**src/sv/mbsp_pkg.sv**
```systemverilog
package mbsp_pkg;

    // Message groups
    localparam logic [1:0] GRP_CHANNEL = 2'd0;
    localparam logic [1:0] GRP_SYSTEM  = 2'd1;
    localparam logic [1:0] GRP_RT      = 2'd2;
    localparam logic [1:0] GRP_SYSEX   = 2'd3;

    // Types within the system common group
    localparam logic [2:0] SYS_TUNE_REQ = 3'd3;

    // Types within the real-time group
    localparam logic [2:0] RT_CLOCK    = 3'd0;
    localparam logic [2:0] RT_START    = 3'd1;
    localparam logic [2:0] RT_CONTINUE = 3'd2;
    localparam logic [2:0] RT_STOP     = 3'd3;
    localparam logic [2:0] RT_SENSE    = 3'd4;
    localparam logic [2:0] RT_RESET    = 3'd5;

    // Types within the sysex group
    localparam logic [2:0] SX_BEGIN = 3'd0;
    localparam logic [2:0] SX_DATA  = 3'd1;
    localparam logic [2:0] SX_END   = 3'd2;

    // Low nibble of system status bytes (high nibble 0xF)
    localparam logic [3:0] ST_SX_BEGIN  = 4'h0;
    localparam logic [3:0] ST_QFRAME    = 4'h1;
    localparam logic [3:0] ST_SONG_POS  = 4'h2;
    localparam logic [3:0] ST_SONG_SEL  = 4'h3;
    localparam logic [3:0] ST_UNDEF_4   = 4'h4;
    localparam logic [3:0] ST_UNDEF_5   = 4'h5;
    localparam logic [3:0] ST_TUNE_REQ  = 4'h6;
    localparam logic [3:0] ST_SX_END    = 4'h7;
    localparam logic [3:0] ST_CLOCK     = 4'h8;
    localparam logic [3:0] ST_UNDEF_9   = 4'h9;
    localparam logic [3:0] ST_START     = 4'hA;
    localparam logic [3:0] ST_CONTINUE  = 4'hB;
    localparam logic [3:0] ST_STOP      = 4'hC;
    localparam logic [3:0] ST_UNDEF_D   = 4'hD;
    localparam logic [3:0] ST_SENSE     = 4'hE;
    localparam logic [3:0] ST_RESET     = 4'hF;

    localparam logic [3:0] HI_SYSTEM = 4'hF;

    // Pending message kinds: channel kinds are type plus one,
    // system common kinds start at KIND_SYS_BASE.
    localparam logic [3:0] KIND_NONE     = 4'd0;
    localparam logic [3:0] KIND_SYS_BASE = 4'd8;

    // Channel types that carry a single data byte
    localparam logic [2:0] CH_PROGRAM  = 3'd4;
    localparam logic [2:0] CH_PRESSURE = 3'd5;

    typedef struct packed {
        logic       in_sysex;
        logic [3:0] pending_kind;
        logic [3:0] pending_channel;
        logic [1:0] expected_count;
        logic [1:0] received_count;
        logic [6:0] data0;
        logic [6:0] data1;
    } t_state;

    typedef struct packed {
        logic [1:0] msg_group;
        logic [2:0] msg_type;
        logic [3:0] midi_channel;
        logic [6:0] first_data;
        logic [6:0] second_data;
        logic [1:0] data_count;
    } t_result;

endpackage

```
**src/sv/mbsp_if.sv**
```systemverilog
interface mbsp_in_if;
    logic       valid;
    logic       ready;
    logic [7:0] rx_byte;

    modport source (output valid, output rx_byte, input ready);
    modport sink (input valid, input rx_byte, output ready);
endinterface

interface mbsp_out_if;
    logic       valid;
    logic       ready;
    logic [1:0] msg_group;
    logic [2:0] msg_type;
    logic [3:0] midi_channel;
    logic [6:0] first_data;
    logic [6:0] second_data;
    logic [1:0] data_count;

    modport source (
        output valid, output msg_group, output msg_type, output midi_channel,
        output first_data, output second_data, output data_count, input ready
    );
    modport sink (
        input valid, input msg_group, input msg_type, input midi_channel,
        input first_data, input second_data, input data_count, output ready
    );
endinterface

```
**src/sv/mbsp_core.sv**
```systemverilog
module mbsp_core
    import mbsp_pkg::*;
(
    input  logic       i_clk,
    input  logic       i_rst_n,
    input  logic       i_step,
    input  logic [7:0] i_byte,
    output logic       o_res_valid,
    output t_result    o_res
);

    t_state r_state;
    t_state n_state;

    logic [3:0] hi;
    logic [3:0] lo;
    logic [2:0] ch_type;
    logic [1:0] rcvd_inc;
    t_state     cleared;

    assign hi       = i_byte[7:4];
    assign lo       = i_byte[3:0];
    assign ch_type  = hi[2:0];
    assign rcvd_inc = r_state.received_count + 2'd1;

    always_comb begin
        cleared                 = '0;
        cleared.in_sysex        = r_state.in_sysex;
    end

    always_comb begin
        n_state     = r_state;
        o_res_valid = 1'b0;
        o_res       = '0;

        if (!i_byte[7]) begin
            if (r_state.in_sysex) begin
                o_res_valid      = 1'b1;
                o_res.msg_group  = GRP_SYSEX;
                o_res.msg_type   = SX_DATA;
                o_res.first_data = i_byte[6:0];
            end else if (r_state.pending_kind != KIND_NONE &&
                         r_state.received_count < r_state.expected_count) begin
                if (r_state.received_count[0]) begin
                    n_state.data1 = i_byte[6:0];
                end else begin
                    n_state.data0 = i_byte[6:0];
                end
                n_state.received_count = rcvd_inc;
                if (rcvd_inc == r_state.expected_count) begin
                    o_res_valid       = 1'b1;
                    o_res.first_data  = n_state.data0;
                    o_res.second_data = n_state.data1;
                    o_res.data_count  = r_state.expected_count;
                    if (r_state.pending_kind < KIND_SYS_BASE) begin
                        o_res.msg_group    = GRP_CHANNEL;
                        o_res.msg_type     = 3'(r_state.pending_kind - 4'd1);
                        o_res.midi_channel = r_state.pending_channel;
                    end else begin
                        o_res.msg_group = GRP_SYSTEM;
                        o_res.msg_type  = 3'(r_state.pending_kind - KIND_SYS_BASE);
                    end
                end
            end
        end else if (hi != HI_SYSTEM) begin
            n_state                 = cleared;
            n_state.pending_kind    = {1'b0, ch_type} + 4'd1;
            n_state.pending_channel = lo;
            n_state.expected_count  =
                (ch_type == CH_PROGRAM || ch_type == CH_PRESSURE) ? 2'd1 : 2'd2;
        end else begin
            unique case (lo)
                ST_UNDEF_4, ST_UNDEF_5, ST_UNDEF_9, ST_UNDEF_D: begin
                    n_state = r_state;
                end
                ST_SX_BEGIN: begin
                    n_state          = cleared;
                    n_state.in_sysex = 1'b1;
                    o_res_valid      = 1'b1;
                    o_res.msg_group  = GRP_SYSEX;
                    o_res.msg_type   = SX_BEGIN;
                end
                ST_QFRAME, ST_SONG_POS, ST_SONG_SEL: begin
                    n_state                = cleared;
                    n_state.pending_kind   = KIND_SYS_BASE + {2'b00, lo[1:0]} - 4'd1;
                    n_state.expected_count = (lo == ST_SONG_POS) ? 2'd2 : 2'd1;
                end
                ST_TUNE_REQ: begin
                    n_state         = cleared;
                    o_res_valid     = 1'b1;
                    o_res.msg_group = GRP_SYSTEM;
                    o_res.msg_type  = SYS_TUNE_REQ;
                end
                ST_SX_END: begin
                    n_state          = cleared;
                    n_state.in_sysex = 1'b0;
                    o_res_valid      = 1'b1;
                    o_res.msg_group  = GRP_SYSEX;
                    o_res.msg_type   = SX_END;
                end
                ST_CLOCK, ST_START, ST_CONTINUE, ST_STOP, ST_SENSE, ST_RESET: begin
                    n_state         = cleared;
                    o_res_valid     = 1'b1;
                    o_res.msg_group = GRP_RT;
                    case (lo)
                        ST_CLOCK:    o_res.msg_type = RT_CLOCK;
                        ST_START:    o_res.msg_type = RT_START;
                        ST_CONTINUE: o_res.msg_type = RT_CONTINUE;
                        ST_STOP:     o_res.msg_type = RT_STOP;
                        ST_SENSE:    o_res.msg_type = RT_SENSE;
                        default:     o_res.msg_type = RT_RESET;
                    endcase
                end
                default: begin
                    n_state = r_state;
                end
            endcase
        end
    end

    always_ff @(posedge i_clk) begin
        if (!i_rst_n) begin
            r_state <= '0;
        end else if (i_step) begin
            r_state <= n_state;
        end
    end

endmodule

```
**src/sv/mbsp_out_reg.sv**
```systemverilog
module mbsp_out_reg
    import mbsp_pkg::*;
(
    input  logic    i_clk,
    input  logic    i_rst_n,
    input  logic    i_step,
    input  logic    i_res_valid,
    input  t_result i_res,
    output logic    o_can_load,
    mbsp_out_if.source o_out
);

    logic    r_valid;
    t_result r_res;

    // The register can take a new result when empty or when its content
    // leaves in this cycle.
    assign o_can_load = !r_valid || o_out.ready;

    always_ff @(posedge i_clk) begin
        if (!i_rst_n) begin
            r_valid <= 1'b0;
        end else if (i_step) begin
            r_valid <= i_res_valid;
        end else if (o_out.ready) begin
            r_valid <= 1'b0;
        end
    end

    always_ff @(posedge i_clk) begin
        if (i_step && i_res_valid) begin
            r_res <= i_res;
        end
    end

    assign o_out.valid        = r_valid;
    assign o_out.msg_group    = r_res.msg_group;
    assign o_out.msg_type     = r_res.msg_type;
    assign o_out.midi_channel = r_res.midi_channel;
    assign o_out.first_data   = r_res.first_data;
    assign o_out.second_data  = r_res.second_data;
    assign o_out.data_count   = r_res.data_count;

endmodule

```
**src/sv/midi_byte_stream_parser.sv**
```systemverilog
// MIDI byte stream parser: takes one received byte per transfer and gives at
// most one decoded message (channel, system common, real-time or sysex) per
// byte. One byte is accepted every cycle while input is not held back. The
// byte's transfer loads the input register; the core then steps on that byte
// and loads its result into the result register, from which the sink takes
// it. Input is held back only while the result register holds a result that
// the sink has not taken. Running status is not supported, undefined status
// bytes are ignored, and extra data bytes after a complete message are
// dropped.
module midi_byte_stream_parser
    import mbsp_pkg::*;
(
    input  logic       i_clk,
    input  logic       i_rst_n,
    mbsp_in_if.sink    i_in,
    mbsp_out_if.source o_out
);

    logic       r_in_valid;
    logic [7:0] r_in_byte;
    logic       can_load;
    logic       step;
    logic       res_valid;
    t_result    res;

    assign step       = r_in_valid && can_load;
    assign i_in.ready = !r_in_valid || can_load;

    always_ff @(posedge i_clk) begin
        if (!i_rst_n) begin
            r_in_valid <= 1'b0;
        end else if (i_in.ready) begin
            r_in_valid <= i_in.valid;
        end
    end

    always_ff @(posedge i_clk) begin
        if (i_in.ready && i_in.valid) begin
            r_in_byte <= i_in.rx_byte;
        end
    end

    mbsp_core u_core (
        .i_clk       (i_clk),
        .i_rst_n     (i_rst_n),
        .i_step      (step),
        .i_byte      (r_in_byte),
        .o_res_valid (res_valid),
        .o_res       (res)
    );

    mbsp_out_reg u_out_reg (
        .i_clk       (i_clk),
        .i_rst_n     (i_rst_n),
        .i_step      (step),
        .i_res_valid (res_valid),
        .i_res       (res),
        .o_can_load  (can_load),
        .o_out       (o_out)
    );

endmodule
```
**src/flat_wrapper.sv**
```systemverilog
// flat-port wrapper written by rule: the top's interface ports become plain ports
module midi_byte_stream_parser_flat import mbsp_pkg::*;
  (i_clk, i_rst_n, i_in_valid, i_in_rx_byte, i_in_ready, o_out_valid, o_out_msg_group, o_out_msg_type, o_out_midi_channel, o_out_first_data, o_out_second_data, o_out_data_count, o_out_ready);
  mbsp_in_if i_in_i ();
  mbsp_out_if o_out_i ();
  input  logic i_clk;
  input  logic i_rst_n;
  input wire logic [$bits(i_in_i.valid)-1:0] i_in_valid;
  input wire logic [$bits(i_in_i.rx_byte)-1:0] i_in_rx_byte;
  output wire logic [$bits(i_in_i.ready)-1:0] i_in_ready;
  output wire logic [$bits(o_out_i.valid)-1:0] o_out_valid;
  output wire logic [$bits(o_out_i.msg_group)-1:0] o_out_msg_group;
  output wire logic [$bits(o_out_i.msg_type)-1:0] o_out_msg_type;
  output wire logic [$bits(o_out_i.midi_channel)-1:0] o_out_midi_channel;
  output wire logic [$bits(o_out_i.first_data)-1:0] o_out_first_data;
  output wire logic [$bits(o_out_i.second_data)-1:0] o_out_second_data;
  output wire logic [$bits(o_out_i.data_count)-1:0] o_out_data_count;
  input wire logic [$bits(o_out_i.ready)-1:0] o_out_ready;
  assign i_in_i.valid = i_in_valid;
  assign i_in_i.rx_byte = i_in_rx_byte;
  assign i_in_ready = i_in_i.ready;
  assign o_out_valid = o_out_i.valid;
  assign o_out_msg_group = o_out_i.msg_group;
  assign o_out_msg_type = o_out_i.msg_type;
  assign o_out_midi_channel = o_out_i.midi_channel;
  assign o_out_first_data = o_out_i.first_data;
  assign o_out_second_data = o_out_i.second_data;
  assign o_out_data_count = o_out_i.data_count;
  assign o_out_i.ready = o_out_ready;
  midi_byte_stream_parser u_core (.i_clk(i_clk), .i_rst_n(i_rst_n), .i_in(i_in_i), .o_out(o_out_i));
endmodule
```
**config.mk**
```make
export PLATFORM = sky130hd
export DESIGN_NAME = midi_byte_stream_parser_flat
export DESIGN_NICKNAME = d
export VERILOG_FILES = /design/src/sv/mbsp_pkg.sv /design/src/sv/mbsp_if.sv /design/src/sv/mbsp_core.sv /design/src/sv/mbsp_out_reg.sv /design/src/sv/midi_byte_stream_parser.sv /design/src/flat_wrapper.sv
export SDC_FILE = /design/constraint.sdc
export NUM_CORES = 1
export LEC_CHECK = 0
export ABC_CLOCK_PERIOD_IN_PS = 4900
export BUFFER_PORTS_ARGS = -buffer_cell sky130_fd_sc_hd__buf_2
export CAP_MARGIN = 25
export CORE_ASPECT_RATIO = 2
export CORE_UTILIZATION = 27
export DETAILED_ROUTE_END_ITERATION = 12
export GPL_ROUTABILITY_DRIVEN = 0
export PLACE_DENSITY = 0.55
export SLEW_MARGIN = 10
export SYNTH_ARGS = -nofsm -noshare
export SYNTH_HDL_FRONTEND = slang
export SYNTH_SLANG_ARGS = --single-unit
```
**constraint.sdc**
```tcl
create_clock -name i_clk -period 4.9 [get_ports i_clk]
set_input_delay 0.245 -clock i_clk [delete_from_list [all_inputs] [get_ports i_clk]]
set_output_delay 0.245 -clock i_clk [all_outputs]
set_load 0.01 [all_outputs]
```
======== Yosys cells after proc, flatten, opt, wreduce, memory -nomap -nowiden ========
Cells that the tools add are included.
operators by class
  $add $sub $neg .......................... 6
  $lt $le $gt $ge ......................... 2
  equality and inequality tests ........... 22
  multiplexer cells ....................... 27
  bitwise gates (word level) .............. 7
  reductions and logical operators ........ 23
operator list
  operator                                                            number
  27-bit one-hot mux with 4 select lines                              1
  25-bit two-way mux                                                  2
  16-bit two-way mux                                                  3
  4-bit == test, second input constant                                8
  26-bit two-way mux                                                  1
  7-bit two-way mux                                                   3
  5-bit one-hot mux with 4 select lines                               1
  4-bit by 3-bit == test with 1-bit output, second input constant     4
  5-bit two-way mux                                                   3
  3-bit one-hot mux with 5 select lines                               1
  9-bit OR reduction                                                  1
  4-bit by 2-bit == test with 1-bit output, second input constant     2
  1-bit two-way mux                                                   8
  4-bit two-way mux                                                   2
  4-bit OR reduction                                                  2
  1-bit NOT                                                           7
  7-bit OR reduction                                                  1
  3-bit == test, second input constant                                2
  6-bit AND reduction                                                 1
  6-bit OR reduction                                                  1
  3-bit by 1-bit subtractor with 3-bit output, second input constant  2
  5-bit OR reduction                                                  1
  3-bit by 1-bit adder with 4-bit output, second input constant       1
  4-bit by 2-bit adder with 4-bit output, first input constant        1
  20 further kinds                                                    28
word-level totals
  register bits after elaboration ......... 62

======== Longest topological paths before layout ========
Gate-level depths: netlist of the first run.
  word-level depth ........................ 7
  gate-level depth with buffers ........... 9

======== By module ========
A second synthesis of the first run with hierarchy kept.
unflattened totals
  cells, all modules ...................... 316
  area, all modules ....................... 3,235.6 um2
modules (own cells, without submodules)
  module                   times used  cells each  area each (um2)  seq. area each (um2)
  mbsp_core                1           272         2,128.3          540.5
  mbsp_out_reg             1           30          802.0            770.7
  midi_byte_stream_parser  1           14          305.3            260.2

======== Worst setup path after synthesis of the first run ========
Ideal clock, no wire load.
  kind .................................... register to register
  start point ............................. register u_core.r_in_byte[0]
  end point ............................... register u_core.u_out_reg.r_res, in the netlist u_core.u_out_reg.o_out.data_count[0], enable pin
  arrival ................................. 3.210 ns
  data required time ...................... 4.462 ns
  setup slack ............................. 1.252 ns
  cell stages (with the launch flop) ...... 8
  path buffers ............................ 1
  clock period less this slack ............ 3.648 ns
  path through ............................ edfxtp_1 -> inv_1 -> ha_1 -> buf_2 -> or2_2 -> a21oi_1 -> o31a_1 -> nor3_1
between the ends
  longest elaborated chain between the ends .. 6
ends and longest elaborated chain
  what                                   line                           source
  start, declared                        midi_byte_stream_parser.sv:20  logic [7:0] r_in_byte;
  start signal, assigned                 midi_byte_stream_parser.sv:39  r_in_byte <= i_in.rx_byte;
  4-bit == test (tied with other cells)  mbsp_core.sv:72                unique case (lo)
  9-bit OR reduction (no line) *         n/a
  1-bit two-way mux *                    mbsp_core.sv:72
  1-bit two-way mux *                    mbsp_core.sv:65                end else if (hi != HI_SYSTEM) begin
  1-bit two-way mux *                    mbsp_core.sv:36                if (!i_byte[7]) begin
  1-bit logical AND *                    mbsp_out_reg.sv:31             if (i_step && i_res_valid) begin
  end signal, assigned                   mbsp_out_reg.sv:32             r_res <= i_res;
  end, declared                          mbsp_out_reg.sv:14             t_result r_res;
Mark *: on every way between the ends. The rest lies on a longest branch, timed or not.
A chain may end at the register's enable or synchronous reset.

======== Final worst setup path of the first run ========
  start point ............................. register u_core.u_core.r_state[14] in the netlist's numbering
  end point ............................... register u_core.u_out_reg.r_res, in the netlist u_core.u_out_reg.o_out.first_data[0], enable pin
between the ends
  longest elaborated chain between the ends .. 7
ends and longest elaborated chain
  what                                    line                source
  start, declared                         mbsp_core.sv:12     t_state r_state;
  start signal, assigned                  mbsp_core.sv:125    r_state <= n_state;
  2-bit by 1-bit adder with 2-bit output  mbsp_core.sv:24     assign rcvd_inc = r_state.received_count + 2'd1;
  2-bit == test                           mbsp_core.sv:50     if (rcvd_inc == r_state.expected_count) begin
  1-bit two-way mux                       mbsp_core.sv:50
  1-bit two-way mux *                     mbsp_core.sv:42     end else if (r_state.pending_kind != KIND_NONE &&
  1-bit two-way mux *                     mbsp_core.sv:37     if (r_state.in_sysex) begin
  1-bit two-way mux *                     mbsp_core.sv:36
  1-bit logical AND *                     mbsp_out_reg.sv:31
Marks and branches as above.

==> impl_results.md, run 1 <==
* Status: finished, final reports clean
* Main synth FF type: edfxtp_1
* Net Sw Frac at 0.226
* Largest net degree at the start of global routing at 25
* Distinct cells, synth at between 50 and 60
* RSZ-0062 raised after global routing: false
* Synthesis-to-layout area growth at 18.2%
* Hold_buf cts at 0
* Die Wd at roughly 78 um
* Clock Latency Late Sink at about 0.33 ns
* Final setup viols at 0
* Crit path time final at between 2 and 3 ns
* Syn_nets at 307
* Final Max Tran Viols at 0
* EDFF count, synth at 33
* Hold WC Path Type: input pin to flop
* Worst path slowest cell: dfxtp_1
* Syn avg cell area at between 10 and 15 um^2
* Root Buffer: clkbuf_16
* Finished Cell Area at roughly 3600 um^2
* WP buf/inv at 2
* Via count of the routed design at approximately 2400
* Post-DRT Antenna Nets at 0
* Util after Layout at 0.331
* Post-DP HPWL at just over 6 mm
* Clock power share at 0.475
* Worst path required time at around 5 ns
* WP data arrival at roughly 2.8 ns
* CTS tree: built
* Crit path max fanout at 24
* Die height at roughly 150 um
* Clk pin slew, worst setup/hold paths at around 0.05 ns
* Clock Skew at about 0.008 ns
* Sequential share of the synthesized area at 0.509
* Tot GR Track Use at 0.151
* Final Cycle Share at 0.561
* Synth Warn # at 0
* CP cell instances: inv_2 -> ha_1 -> nor2_1 -> a21boi_0 -> nor3_2 -> buf_4
* Dpl cells at 445
* Starting Density at 0.280
* First-pass GRT wire length at 13.3 mm
* Area share of the largest cell type after synthesis at 0.321
* Vias in the first global route at between 2000 and 3000
* Logic pwr share at 0.065
* Detailed Route WL at around 8.4 mm
* Row Count at 54
* Fill cells at about 1100
* Die ar. at roughly 12000 um^2
* Hold Path Stages at 1
* Routed len/inst at around 18 um
* Fraction of registers with async set/reset at 0
* Cells on worst reg2reg path at 6
* Final nets at approximately 340
* Flop pwr share at 0.461
* DR iter-0 viols at 180
* Most common library cells after synthesis: 33 x edfxtp_1, 29 x dfxtp_1, 26 x a21oi_1, 21 x nor2_1
* Max-cap viol count at 0
* Final-report hold violation count at 0
* Max-slew headroom at 0.355
* GR Overflow Total at 0
* CP startpoint kind: flop
* Yosys reg bits at just over 60
* Port Buffers at 38
* Layout cells sized above 1 at 0.199
* CP max stage delay at roughly 0.95 ns
* Crit path max-delay family: flip-flops
* # diodes at 0
* Area contributors post-synth: edfxtp_1 32%, dfxtp_1 19%, a21oi_1 4.2%, ha_1 4.1%, a32o_1 2.6%
* Top-count cell post-synth: edfxtp_1
* Core ar. at 11000 um^2
* Area leader, netlist: edfxtp_1
* Num CTS Buffers at 9
* Peak supply drop at ~170 uV
* WP depth at 6
* Worst-margin pin slew at approximately 0.97 ns
* Post-CTS Setup Bufs at 0
* Cell Area, Placed at between 3000 and 4000 um^2
* Finished Layout Cells at between 400 and 500
* Clk buf depth at 2
* Max H-tree Level at 3
* WS Path Type: flop to flop
* Via density at approximately 5.3
* Mapped Cells at ~290
* Post-Synthesis Cell Area at 3090 um^2
* DRC viols at 0
* # clock sinks at between 60 and 70
* PostCTS Resize Cnt at 0
* Fmax at ~360 MHz
* Io pins at 39
* Antenna violations before repair at 0
* Hold WS at ~0.092 ns
* P_int at 0.969 mW
* CP endpoint kind: flop
* Drt pass-1 iters at 4
* Setup tns final at 0 ns
* P_leak at about 1.3 nW
* Cell Pwr Density at around 340 nW/um^2
* Sw Pwr at between 0.2 and 0.3 mW
cells in the final DEF (no fill, tap or decap), types with 2 or more instances in the layout:
cell type / instances
buf_2: 38
edfxtp_1: 33
dfxtp_1: 29
a21oi_1: 26
nor2_1: 21
nand2_1: 11
inv_1: 11
ha_1: 10
o221ai_1: 9
nand3_1: 9
clkbuf_16: 9
a32o_1: 8
mux2i_1: 7
a22o_1: 7
nand4_1: 6
nand2b_1: 5
o21ai_0: 5
nor3_1: 5
o21ai_1: 5
and3_1: 4
nor3b_1: 4
nor3_2: 3
nor2b_1: 3
xor2_1: 3
nor4_1: 3
o2111ai_1: 3
clkbuf_1: 3
clkbuf_8: 3
inv_2: 2
o32ai_1: 2
o211ai_1: 2
a211oi_1: 2
a31oi_1: 2
state kept, by name, summed over array words and instances, names as in the netlist:
signal                               cells
u_core.u_out_reg.o_out.msg_group         2
u_core.u_out_reg.o_out.midi_channel      4
u_core.r_in_valid                        1
u_core.u_out_reg.o_out.data_count        2
u_core.u_out_reg.o_out.second_data       7
u_core.u_out_reg.o_out.valid             1
u_core.u_out_reg.o_out.first_data        7
u_core.r_in_byte                         8
u_core.u_core.r_state                   26
u_core.u_out_reg.o_out.msg_type          3
u_core.u_core.cleared                    1
area by class of cell:
type                       count  area [um^2]  area share
multi-input combinational    191         1370       0.376
clock inverter                 1         3.75     0.00103
tap                          140          175      0.0480
clock buffer                  15          278      0.0762
inverter                      13         48.8      0.0134
timing repair buffer          39          198      0.0542
sequential                    62         1570       0.431
power groups by stage:
stage | clock network [mW] | logic, mW | registers [mW]
after floorplan | 0 | 0.0608 | 0.577
final | 0.594 | 0.0808 | 0.577
after detailed placement | 0 | 0.0807 | 0.587
after CTS | 0.603 | 0.0810 | 0.576
after global routing | 0.625 | 0.0899 | 0.577
after global placement | 0 | 0.0791 | 0.587
through the flow:
step	setup WS (ns)	power, mW
finish	2.15	1.25
global route	1.97	1.29
CTS	2.17	1.26
detailed placement	2.19	0.667
global placement	2.26	0.666
floorplan	1.25	0.638
worst register-to-register path: cells and delay by family, from the launching register on:
kind | cells | cell delay, ns
compound gates | 1 | 0.20
buf+inv | 2 | 0.46
flops | 1 | 0.95
fa+ha+maj | 1 | 0.40
simple gates | 2 | 0.40
cell families (layout without fill, tap and decap cells):
kind of cell	count (synthesis)	after routing	synth area share
compound gates	86	86	0.215
simple gates	83	83	0.146
flops	62	62	0.509
xor+xnor	5	5	0.0191
fa+ha+maj	10	10	0.0406
buf+inv	32	68	0.0479
mux	7	7	0.0227
metal layers:
layer	routed length, um	global-route usage
met1	3040	0.149
met2	4610	0.272
met3	291	0.0245
met4	450	0.122
met5	0	0
final timing paths:
check	start	to	slack, ns
worst max-delay path	u_core.u_core.r_state[14]	u_core.u_out_reg.o_out.first_data[0]	2.15
worst min-delay path	i_in_rx_byte[6]	u_core.r_in_byte[6]	0.09
worst max register to register	u_core.u_core.r_state[14]	u_core.u_out_reg.o_out.first_data[0]	2.15
worst min register to register	u_core.u_core.r_state[18]	u_core.u_core.r_state[18]	0.48
Power figures use the tool's default switching activity.
==> inputs of run 2 (changes only) <==
- ABC_CLOCK_PERIOD_IN_PS: 4900 -> 2700
- clock period: 4.9 -> 2.7 ns (I/O delays scaled with it)
==> impl_results.md, run 2 (synthesis gave the netlist of run 1 again) <==
* Final Cycle Share at 0.880
* Finished Layout Cells at between 400 and 500
* Most Used Layer, Global Route: met2
* Max-slew headroom at 0.420
* DR iter-0 viols at between 200 and 250
* Root Buffer: clkbuf_16
* Vias in the first global route at 2592
* Met2 Usage GRT at 0.261
* Post-DRT Antenna Nets at 0
* Max reg flops at 26
* GR Overflow Total at 0
* Worst-margin pin slew at about 0.86 ns
* Clock power share at 0.495
* Cell Pwr Density at 623 nW/um^2
* Final setup viols at 0
* Clock Latency Late Sink at 0.34 ns
* Largest Register: u_core.u_core.r_state
* Core ar. at between 10000 and 15000 um^2
* Final-report hold violation count at 0
* Flop pwr share at 0.430
* Port Buffers at 38
* Met1 global-route usage at 0.148
* Layout cells sized above 1 at 0.229
* Tot GR Track Use at 0.148
* P_int at 1.84 mW
* Antenna violations before repair at 0
* Drt pass-1 iters at 4
* Die ar. at about 12000 um^2
* DRC viols at 0
* Num CTS Buffers at 9
* P_leak at about 1.4 nW
* Clk pin slew, worst setup/hold paths at 0.05 ns
* CTS tree: built
* CP endpoint kind: flop
* Die Wd at approximately 78 um
* Hold WC Path Type: input pin to flop
* Commonest cells after routing, fill and taps aside: 38 x buf_2, 33 x edfxtp_1, 29 x dfxtp_1
* Crit path max fanout at 17
* Fill cells at 1116
* # diodes at 0
* First-pass GRT wire length at approximately 13 mm
* Peak supply drop at between 200 and 300 uV
* Commonest non-fill, non-tap cell in the layout: buf_2
* Final Max Tran Viols at 0
* Top Registers: u_core.u_core.r_state x26, u_core.r_in_byte x8
* Row Count at 54
* Post-CTS Setup Bufs at 0
* Via count of the routed design at ~2500
* Logic pwr share at 0.074
* Detailed Route WL at around 8.3 mm
* Die height at about 150 um
* Sw Pwr at ~0.55 mW
* # clock sinks at 62
* Starting Density at 0.280
* Status: finished, final reports clean
* PostCTS Resize Cnt at 0
* Worst path required time at around 2.7 ns
* Routed len/inst at between 15 and 20 um
* Via density at between 5 and 6
* Final nets at around 360
* Max-cap viol count at 0
* Reg2Reg Setup Slack at 0.32 ns
* Global Route met3 Usage at 0.0376
* Synthesis-to-layout area growth at 24.6%
* Clk buf depth at 2
* CP startpoint kind: flop
* Largest net degree at the start of global routing at 23
* Post-DP HPWL at approximately 6.1 mm
* Net Sw Frac at 0.231
* Fmax at 421 MHz
* Max H-tree Level at 3
* Io pins at 39
* Dpl cells at roughly 460
* Clock Skew at 0.00511 ns
* Setup tns final at 0 ns
* WP data arrival at roughly 2.4 ns
* Crit path time final at around 2.4 ns
* RSZ-0062 raised after global routing: false
* WS Path Type: flop to flop
## run 2: changes by cell type in the layout (fill, tap and decap cells not counted)
cell	before	now
buf_4	1	12
dlygate4sd3_1	0	8
clkbuf_1	3	0
clkinvlp_4	0	2
bufinv_16	0	1
clkbuf_8	3	2
clkinv_4	0	1
nor3_2	3	2
nor3_4	0	1
## run 2: per-layer routing
metal	up-vias	wire [um]
met5	-	0
met4	0	401
met3	27	419
met2	98	4450
met1	1218	3020
li1	1206	-
## run 2: worst max-delay path: stages (launching register included)
cell	delay [ns]
edfxtp_1	0.54
ha_1	0.40
or2_2	0.20
a21oi_1	0.08
o31a_1	0.37
nor3_4	0.18
buf_4	0.27
## run 2: final timing paths
path	to	start	depth (start not counted)
worst min register to register	u_core.u_core.r_state[20]	u_core.u_core.r_state[20]	2
worst max-delay path	u_core.u_out_reg.o_out.second_data[6]	u_core.r_in_byte[1]	6
worst max register to register	u_core.u_out_reg.o_out.second_data[6]	u_core.r_in_byte[1]	6
worst min-delay path	u_core.r_in_valid	i_in_valid	3
## run 2: layout make-up
class	count	area [um^2]	area share
Multi-Input combinational cell	191	1380	0.358
Inverter	13	48.8	0.0127
Sequential cell	62	1570	0.409
Tap cell	140	175	0.0456
Timing Repair Buffer	58	360	0.0938
Clock inverter	5	57.6	0.0150
Clock buffer	11	253	0.0658
## run 2: power by group through the flow
stage / clock, mW / combinational, mW / sequential (mW)
6_report: 1.19 / 0.178 / 1.03
5_1_grt: 1.25 / 0.194 / 1.03
4_1_cts: 1.21 / 0.178 / 1.03
3_5_place_dp: 0 / 0.169 / 1.05
3_3_place_gp: 0 / 0.167 / 1.05
2_1_floorplan: 0 / 0.112 / 1.05
## run 2: stage by stage
stage	hold slack, ns	power (mW)	utilization	setup WS, ns	area (um^2)
2_1_floorplan	0.234	1.16	-	0.163	3100
3_3_place_gp	0.316	1.22	0.314	0.433	3450
3_5_place_dp	0.313	1.22	0.314	0.358	3450
4_1_cts	0.0193	2.41	0.349	0.343	3840
5_1_grt	0.0355	2.47	0.349	0.191	3840
6_report	0.0168	2.39	0.349	0.323	3840
## run 2: repair_timing
| action | 4_1_cts | 5_1_grt |
|---|---|---|
| hold buffers | 8 | 0 |
| endpoints found under the hold margin | 8 | 0 |
| endpoints found under the setup margin | 0 | 0 |
==> inputs of run 3 (changes only) <==
- BUFFER_PORTS_ARGS: -buffer_cell sky130_fd_sc_hd__buf_2 -> -buffer_cell sky130_fd_sc_hd__clkbuf_2
- CORE_UTILIZATION: 27 -> 45
- PLACE_DENSITY: 0.55 -> 0.77
- TNS_END_PERCENT: default -> 1
==> impl_results.md, run 3 (synthesis gave the netlist of run 1 again) <==
* Status: finished, final reports clean
* Num CTS Buffers at 9
* Row Count at 42
* Max H-tree Level at 3
* Cell Pwr Density at around 640 nW/um^2
* WP buf/inv at 2
* WS Path Type: flop to flop
* Via count of the routed design at roughly 2600
* FF+latch area at roughly 1600 um^2
* Fill cells at about 600
* CP startpoint kind: flop
* Tot GR Track Use at 0.231
* Final Max Tran Viols at 0
* Starting Density at 0.466
* Core ar. at 6620 um^2
* RSZ-0062 raised after global routing: false
* Worst path slowest cell: edfxtp_1
* Via density at 5.96
* Antenna violations before repair at 0
* Crit path max fanout at 25
* Final Cycle Share at 0.892
* Io pins at 39
* Layout cells sized above 1 at 0.229
* Root Buffer: clkbuf_16
* Clock Latency Late Sink at ~0.34 ns
* Hold_buf cts at 7
* Clock Skew at between 0.007 and 0.008 ns
* First-pass GRT wire length at approximately 12 mm
* Final setup viols at 0
* P_leak at about 1.4 nW
* Commonest cells after routing, fill and taps aside: 38 x clkbuf_2, 33 x edfxtp_1, 29 x dfxtp_1
* PostCTS Resize Cnt at 0
* Max-slew headroom at 0.459
* DRC viols at 0
* CTS tree: built
* Drt pass-1 iters at 4
* Top Registers: u_core.u_core.r_state x26, u_core.r_in_byte x8
* Max reg flops at 26
* Final-report hold violation count at 0
* Clk pin slew, worst setup/hold paths at around 0.05 ns
* Crit path max-delay family: flip-flops
* Detailed Route WL at around 7.6 mm
* Worst path required time at about 2.7 ns
* CP endpoint kind: flop
* Hold WC Path Type: input pin to flop
* # diodes at 0
* Routed len/inst at 17.7 um
* Port Buffers at 38
* WP data arrival at approximately 2.5 ns
* Post-DRT Antenna Nets at 0
* Fmax at between 400 and 500 MHz
* Clk buf depth at 2
* CP cell instances: inv_1 -> ha_1 -> or2_2 -> a21oi_1 -> o31a_1 -> nor3_4 -> buf_12
* Max-cap viol count at 0
* CP max stage delay at 0.53 ns
* Worst-margin pin slew at 0.811 ns
* Largest Register: u_core.u_core.r_state
* Setup tns final at 0 ns
* Post-CTS Setup Bufs at 0
* Largest net degree at the start of global routing at 26
* Vias in the first global route at 2364
* Slack of the critical path at about 0.29 ns
* Commonest non-fill, non-tap cell in the layout: clkbuf_2
* Die ar. at between 7000 and 8000 um^2
* Crit path time final at between 2 and 2.5 ns
* DR iter-0 viols at 94
* Peak supply drop at 398 uV
* Die height at 119 um
* Post-DP HPWL at ~5.5 mm
* Area of the multi-input gates at 1380 um^2
* Die Wd at just over 60 um
* Synthesis-to-layout area growth at 23.0%
* # clock sinks at 62
* GR Overflow Total at 0
* Final nets at roughly 360
* Placement Setup Slack at 0.313 ns
[run 3: cell count changes in the layout (fill, tap and decap cells not counted), sizes merged]
cell,delta
buf,-37
clkbuf,+37
clkinv,+2
clkinvlp,-2
bufinv,+1
dlygate4sd3,-1
[run 3: layout make-up]
cell class | instances | share of cell area
inverters | 13 | 0.0129
repair buffers | 58 | 0.0976
clock inverters | 6 | 0.0228
clock buffers | 10 | 0.0604
flip-flops and latches | 62 | 0.414
well taps | 88 | 0.0290
multi-input cells | 191 | 0.363
[run 3: stage by stage]
stage / area, um^2 / util / hold slack [ns] / total power [mW] / std cells
floorplan: 3100 / - / 0.234 / 1.16 / 285
global placement: 3410 / 0.515 / 0.312 / 1.21 / 405
detailed placement: 3410 / 0.515 / 0.314 / 1.22 / 405
CTS: 3790 / 0.573 / 0.0124 / 2.42 / 428
global route: 3790 / 0.573 / 0.00791 / 2.48 / 428
finish: 3790 / 0.573 / 0.00191 / 2.41 / 428
[run 3: worst paths after layout]
check                             from                              endpoint  slack, ns  cells after the start
max                u_core.r_in_byte[0]  u_core.u_out_reg.o_out.first_data[5]       0.29                      7
max reg2reg        u_core.r_in_byte[0]  u_core.u_out_reg.o_out.first_data[5]       0.29                      7
min                    i_in_rx_byte[1]                   u_core.r_in_byte[1]      0.002                      1
min reg2reg  u_core.u_core.r_state[19]             u_core.u_core.r_state[19]       0.48                      2
[run 3: report_power, final]
part / internal [mW] / switching, mW / leakage (nW)
registers: 1.01 / 0.0146 / 0.554
logic: 0.0696 / 0.116 / 0.678
clock network: 0.804 / 0.397 / 0.154
total: 1.88 / 0.528 / 1.39
[run 3: per-layer routing]
metal,track usage,up-vias,wire (um),part of all wire
li1,-,1204,-,-
met2,0.368,109,4070,0.54
met1,0.251,1207,2650,0.35
met4,0.175,0,383,0.051
met3,0.0543,32,471,0.062
met5,0,-,0,0
